$ cat config.mk
export PLATFORM = sky130hd
export DESIGN_NAME = jac_ctrl
export DESIGN_NICKNAME = d
export VERILOG_FILES = /design/src/hw/rtl/jac_pkg.sv /design/src/hw/rtl/jac_ctrl.sv
export SDC_FILE = /design/constraint.sdc
export NUM_CORES = 1
export LEC_CHECK = 0
export ABC_AREA = 0
export BUFFER_PORTS_ARGS = -buffer_cell sky130_fd_sc_hd__buf_2
export CAP_MARGIN = 10
export CORE_MARGIN = 3
export CORE_UTILIZATION = 25
export DETAILED_ROUTE_END_ITERATION = 16
export PLACE_DENSITY_LB_ADDON = 0.08
export SLEW_MARGIN = 20
export SYNTH_ARGS = -nofsm -noshare
export SYNTH_HDL_FRONTEND = slang
export SYNTH_SLANG_ARGS = --single-unit
export TNS_END_PERCENT = 100
$ cat constraint.sdc
create_clock -name clk -period 1.5 [get_ports clk]
set_input_delay 0.075 -clock clk [delete_from_list [all_inputs] [get_ports clk]]
set_output_delay 0.075 -clock clk [all_outputs]
set_load 0.03 [all_outputs]
$ cat src/hw/rtl/jac_pkg.sv
package jac_pkg;

	localparam int MAX_GRID = 32;
	localparam int CW = $clog2(MAX_GRID);
	localparam int PLANE_WORDS = MAX_GRID * MAX_GRID;
	localparam int SRC_AW = 2 * CW;
	localparam int PLANE_AW = 2 * CW + 1;
	localparam int GS_W = 6;
	localparam int H_W = 25;
	localparam int TOL_W = 63;
	localparam int DIV_W = 33;

	localparam logic [TOL_W-1:0] SAT63 = {TOL_W{1'b1}};
	localparam logic [GS_W-1:0] GS_RESET = 6'd15;
	localparam logic [H_W-1:0] H_RESET = 25'd85598;
	localparam logic [TOL_W-1:0] TOL_RESET = 63'd281474977;
	localparam logic [31:0] RECIP3 = 32'hAAAA_AAAB;

	typedef enum logic [1:0] {
		CFG_GRID_SIZE = 2'd0,
		CFG_H_SQUARED = 2'd1,
		CFG_TOLERANCE = 2'd2
	} cfg_idx_t;

	typedef enum logic [2:0] {
		RD_CTR   = 3'd0,
		RD_WEST  = 3'd1,
		RD_EAST  = 3'd2,
		RD_NORTH = 3'd3,
		RD_SOUTH = 3'd4,
		RD_BELOW = 3'd5
	} rd_sel_t;

	typedef enum logic [3:0] {
		S_IDLE,
		S_READ,
		S_READ_END,
		S_MUL,
		S_NUM,
		S_DSTART,
		S_DIV,
		S_DIFF,
		S_SQ,
		S_ACC,
		S_OUT1,
		S_OUT2,
		S_WRITE
	} state_t;

	typedef struct packed {
		logic    latch;
		rd_sel_t rd_sel;
		logic    cap_en;
		rd_sel_t cap_sel;
		logic    mul;
		logic    num;
		logic    div_start;
		logic    diff;
		logic    sq;
		logic    acc;
		logic    out_second;
		logic    write;
	} cmd_t;

	typedef struct packed {
		logic k_zero;
		logic last_plane;
		logic edge_pt;
		logic div_done;
	} st_t;

endpackage

$ cat src/hw/rtl/jac_ctrl.sv
module jac_ctrl (
	input  logic           clk,
	input  logic           arst_n,
	input  logic           in_valid,
	output logic           in_stall,
	output logic           out_valid,
	input  logic           out_stall,
	input  jac_pkg::st_t   st,
	output jac_pkg::cmd_t  cmd
);
	import jac_pkg::*;

	state_t state_q, state_d;
	logic [2:0] cnt_q, cnt_d;

	always_ff @(posedge clk or negedge arst_n) begin
		if (!arst_n) begin
			state_q <= S_IDLE;
			cnt_q <= '0;
		end else begin
			state_q <= state_d;
			cnt_q <= cnt_d;
		end
	end

	always_comb begin
		state_d = state_q;
		cnt_d = cnt_q;
		cmd = '0;
		cmd.rd_sel = rd_sel_t'(cnt_q);
		cmd.cap_sel = rd_sel_t'(cnt_q - 3'd1);
		unique case (state_q)
			S_IDLE: begin
				cnt_d = '0;
				if (in_valid) begin
					cmd.latch = 1'b1;
					state_d = st.k_zero ? S_WRITE : S_READ;
				end
			end
			S_READ: begin
				cmd.cap_en = (cnt_q != '0);
				cnt_d = cnt_q + 3'd1;
				if (cnt_q == 3'(RD_BELOW)) begin
					state_d = S_READ_END;
				end
			end
			S_READ_END: begin
				cmd.cap_en = 1'b1;
				state_d = st.edge_pt ? S_DIFF : S_MUL;
			end
			S_MUL: begin
				cmd.mul = 1'b1;
				state_d = S_NUM;
			end
			S_NUM: begin
				cmd.num = 1'b1;
				state_d = S_DSTART;
			end
			S_DSTART: begin
				cmd.div_start = 1'b1;
				state_d = S_DIV;
			end
			S_DIV: begin
				if (st.div_done) begin
					state_d = S_DIFF;
				end
			end
			S_DIFF: begin
				cmd.diff = 1'b1;
				state_d = S_SQ;
			end
			S_SQ: begin
				cmd.sq = 1'b1;
				state_d = S_ACC;
			end
			S_ACC: begin
				cmd.acc = 1'b1;
				state_d = S_OUT1;
			end
			S_OUT1: begin
				if (!out_stall) begin
					state_d = st.last_plane ? S_OUT2 : S_WRITE;
				end
			end
			S_OUT2: begin
				cmd.out_second = 1'b1;
				if (!out_stall) begin
					state_d = S_WRITE;
				end
			end
			S_WRITE: begin
				cmd.write = 1'b1;
				state_d = S_IDLE;
			end
			default: state_d = S_IDLE;
		endcase
	end

	assign in_stall = (state_q != S_IDLE);
	assign out_valid = (state_q == S_OUT1) || (state_q == S_OUT2);

	assert property (@(posedge clk) disable iff (!arst_n)
		out_valid |-> in_stall)
		else $error("input taken while a result is pending");
	assert property (@(posedge clk) disable iff (!arst_n)
		(state_q == S_OUT2) |-> st.last_plane)
		else $error("second result outside the last plane");
	assert property (@(posedge clk) disable iff (!arst_n)
		(in_valid && !in_stall) |=> (state_q == S_READ) || (state_q == S_WRITE))
		else $error("accepted word not processed");

endmodule

# Word level (Yosys, flattened, before mapping)
# Index checks and enable logic that the tools add are counted.
# word_totals
register_bits,7
in_bits,8
elab_cells,49
# classes
add_sub_neg,2
n_eq_ne,18
n_mux,21
n_reduce_logical,6
# op_table
cell,count
4-bit case mux with 12 select lines,1
4-bit two-way mux,6
4-bit == test (second input constant),5
4-bit by 3-bit == test with 1-bit output (second input constant),4
1-bit two-way mux,10
2-bit != test (second input constant),5
4-bit by 2-bit == test with 1-bit output (second input constant),2
3-bit two-way mux,2
3-bit case mux with 2 select lines,1
5-bit AND reduction,1
4-bit by 1-bit == test with 1-bit output (second input constant),1
4-bit zero test,1
4-bit nonzero test,1
3-bit by 1-bit adder with 3-bit output (second input constant),1
3-bit == test (second input constant),1
3-bit nonzero test,1
3-bit by 1-bit subtractor with 3-bit output (second input constant),1
1-bit case mux with 2 select lines,1
2-bit nonzero test,1
1-bit logical OR,1

# Logic depth before layout (Yosys ltp)
# depth
ltp_word,3
ltp_mapped,6

# Worst setup path before layout
# No wires, ideal clock.
# synth_timing
path_type,register -> output
from,reg cnt_q[0]
to,out cmd[11] (netlist bit)
t_arrival_ns,1.897
required_time_ns,1.425
setup_slack_ns,-0.472
path_stages_with_launch,6
n_path_buf,0
cell_sequence,dfrtp_1 inv_1 ha_1 a21oi_1 a21oi_1 nor3_1
# synth_lines
element,line_no,rtl
start: declaration,jac_ctrl.sv:14,"logic [2:0] cnt_q, cnt_d;"
start signal: assignment,jac_ctrl.sv:22,cnt_q <= cnt_d;
end: declaration,jac_ctrl.sv:9,output jac_pkg::cmd_t cmd

==> flow_summary.toml <==
[power_and_ir_drop]
ir_drop_uv = 1040
powerDensity_mw_per_mm2 = 2580
leakagePower_nw = 0.526

[global_route]
grt_pass1_vias = 654
grt_max_degree = 16
grt_pass1_wl_um = 2850
grt_use_total_pct = 13.1
antenna_found_initial = 0
grt_overflow = 0

[critical_path]
endpoint = "cmd[11]"
timing.rr.start = "state_q[0]"
rr_worst_depth = 3
crit_arrival_ns = 1.40
startpoint = "state_q[0]"
worst_setup_path_end_kind = "output port"
path_max_fanout = 11
startpoint_type = "register"
cp.required_ns = 1.42
r2r_end = "state_q[2]"
critPathKind = "reg -> out"
rrSetupSlack_ns = 0.03

[cts]
clk_path_buf_depth = 2
clock_sinks = 7
htreeDepth = 1
clkLatencyLatePin_ns = 0.24
clk_pin_slew_worst_paths_ns = 0.05
numCtsBuffers = 3
cts_tree = "built"
cts_root_buf = "clkbuf_4"

[synthesis]
yosysTopAreaCell = "dfrtp_1"
syn-num-nets = 90
synth_adder_area_share_pct = 8.46
ys_seq_elements = 7
synthCells = 78
synth_compound_area_share_pct = 18.4
ys_types = 30
yosys.area_share.simple_pct = 32.6
ys_warn_count = 0
yosysSeqAreaShare_pct = 29.6
syn_area_per_cell_um2 = 7.59
synth_top_area_share_pct = 29.6
synthTopCellsByArea = "dfrtp_1, ha_1, nand3_1"
synth_xor_area_share_pct = 1.48
syn_area_um2 = 592
synthMuxAreaShare_pct = 1.90
synth_top_family_by_area = "simple AND/OR/NAND/NOR gates"

[cells_and_area]
syn_to_final_growth_pct = 74.2
drive_above_1_share_pct = 56.3
num_antenna_cells = 0
final_common_cell = "buf_4"
final_cell_mix = "buf_4, buf_2, nor2_1"
finish.utilization_pct = 49.0
num-nets-final = 141
final_area_mm2 = 0.00103

[route]
vias = 742
finalWirelength_um = 1920
firstDrtPassIters = 4
ant_nets = 0
wl_per_cell_um = 12.4
drc_errors = 0
drt_iter0_markers = 11
routed_via_density = 4.79

[timing]
slew_violations = 0
rsz0062_at_grt = "yes"
finalCritPeriodShare_pct = 98.1
slew_headroom_pct = 82.3
tightest_slew_ns = 0.265
period_minus_slack_ns = 1.47
timing.fmax_mhz = 680
hold_viol_final = 0
skew_ns = 0.00255
setup_viol = 0

[floorplan]
initial_core_util_pct = 28.2
coreArea_mm2 = 0.00210
std_cell_rows = 16
io_pins = 26
die_area_mm2 = 0.00299
die_w_um = 54.7
die_h_um = 54.7

[placement]
gp_congestion = 0.798
dpl.hpwl_um = 1340
portBuffers = 25
dpl_cell_area_um2 = 801

[min_path]
hold_start = "st[0]"
holdCritPathClass = "in -> reg"

[run_status]
status = "finished, final reports clean"

[run]
maxCapViolations = 0
[registers in the layout (all words and copies together) (netlist names)]
register	count
state_q	4
cnt_q	3
[how the worst min path moves through the flow]
stage | cells past startpoint | slack [ns] | endpoint
after detailed placement | 1 | -0.09 | state_q[2]
after global routing | 3 | 0.15 | state_q[2]
after global placement | 1 | -0.09 | state_q[2]
after floorplan | 0 | -0.22 | cnt_q[0]
final | 3 | 0.14 | state_q[2]
after CTS | 3 | 0.14 | state_q[2]
[through the flow]
step                worst slack, ns  setup TNS [ns]  hold WS [ns]  power (mW)  instances
floorplan                   -0.0229         -0.0229        -0.221        1.53         78
global placement              0.112               0       -0.0884        2.00        132
detailed placement            0.105               0       -0.0867        2.00        132
CTS                        -0.00963        -0.00963         0.139        2.21        137
global route                -0.0426          -0.151         0.153        2.88        155
finish                       0.0292               0         0.144        2.66        155
[synthesized netlist by cell type, drive strengths merged]
library cell  n
a31oi         1
nor4b         1
o21ai         6
buf           3
nand2         6
nor2          8
nor2b         1
nand3         6
inv           7
clkbuf        1
or3           1
nand2b        3
xor2          1
a22oi         1
a221oi        1
o2bb2ai       1
ha            4
a21oi         5
o22ai         2
mux2          1
and3b         1
and3          3
a21bo         1
nor3          5
or4b          1
dfrtp         7
[layer usage]
layer  vias to the layer above  global-route usage (%)  routed length, um
met5                         -                       0                  0
met4                         0                    6.22                 16
met3                         2                   0.817                 74
met2                        16                    19.9                921
met1                       352                    18.7                902
li1                        372                       -                  -
[cells by family after synthesis]
logic type                 count (synthesis)
and+or+nand+nor                           36
AOI/OAI and AO/OA                         18
buffers and inverters                     11
DFF                                        7
adders and majority gates                  4
xor gates and xnor gates                   1
muxes                                      1
[area by class of cell]
cell class | instances | area [um^2]
fillers | 223 | 1070
multi-input cells | 60 | 439
flip-flops and latches | 7 | 179
inverters | 7 | 26.3
repair buffers | 50 | 327
well taps | 27 | 33.8
clock buffers | 4 | 26.3
[critical path, cell delays in order (launching register included)]
cell,delay [ns]
dfrtp_2,0.50
buf_4,0.17
inv_2,0.08
a21oi_2,0.07
nor3_4,0.18
buf_6,0.15
[report_power, final]
group,switching [mW],internal [mW],leakage (nW),total (mW)
Clock,0.0614,0.101,0.0150,0.162
Combinational,1.14,0.908,0.426,2.05
Sequential,0.155,0.290,0.0844,0.445
Total,1.36,1.30,0.526,2.66
[repair_timing]
item	CTS	global route
endpoints found under the setup margin	7	6
buffers inserted	0	18
resized for setup	5	15
endpoints found under the hold margin	7	0
pin swaps	0	4
hold buffers	1	0
Note: power is estimated with default switching activity, not from simulation.
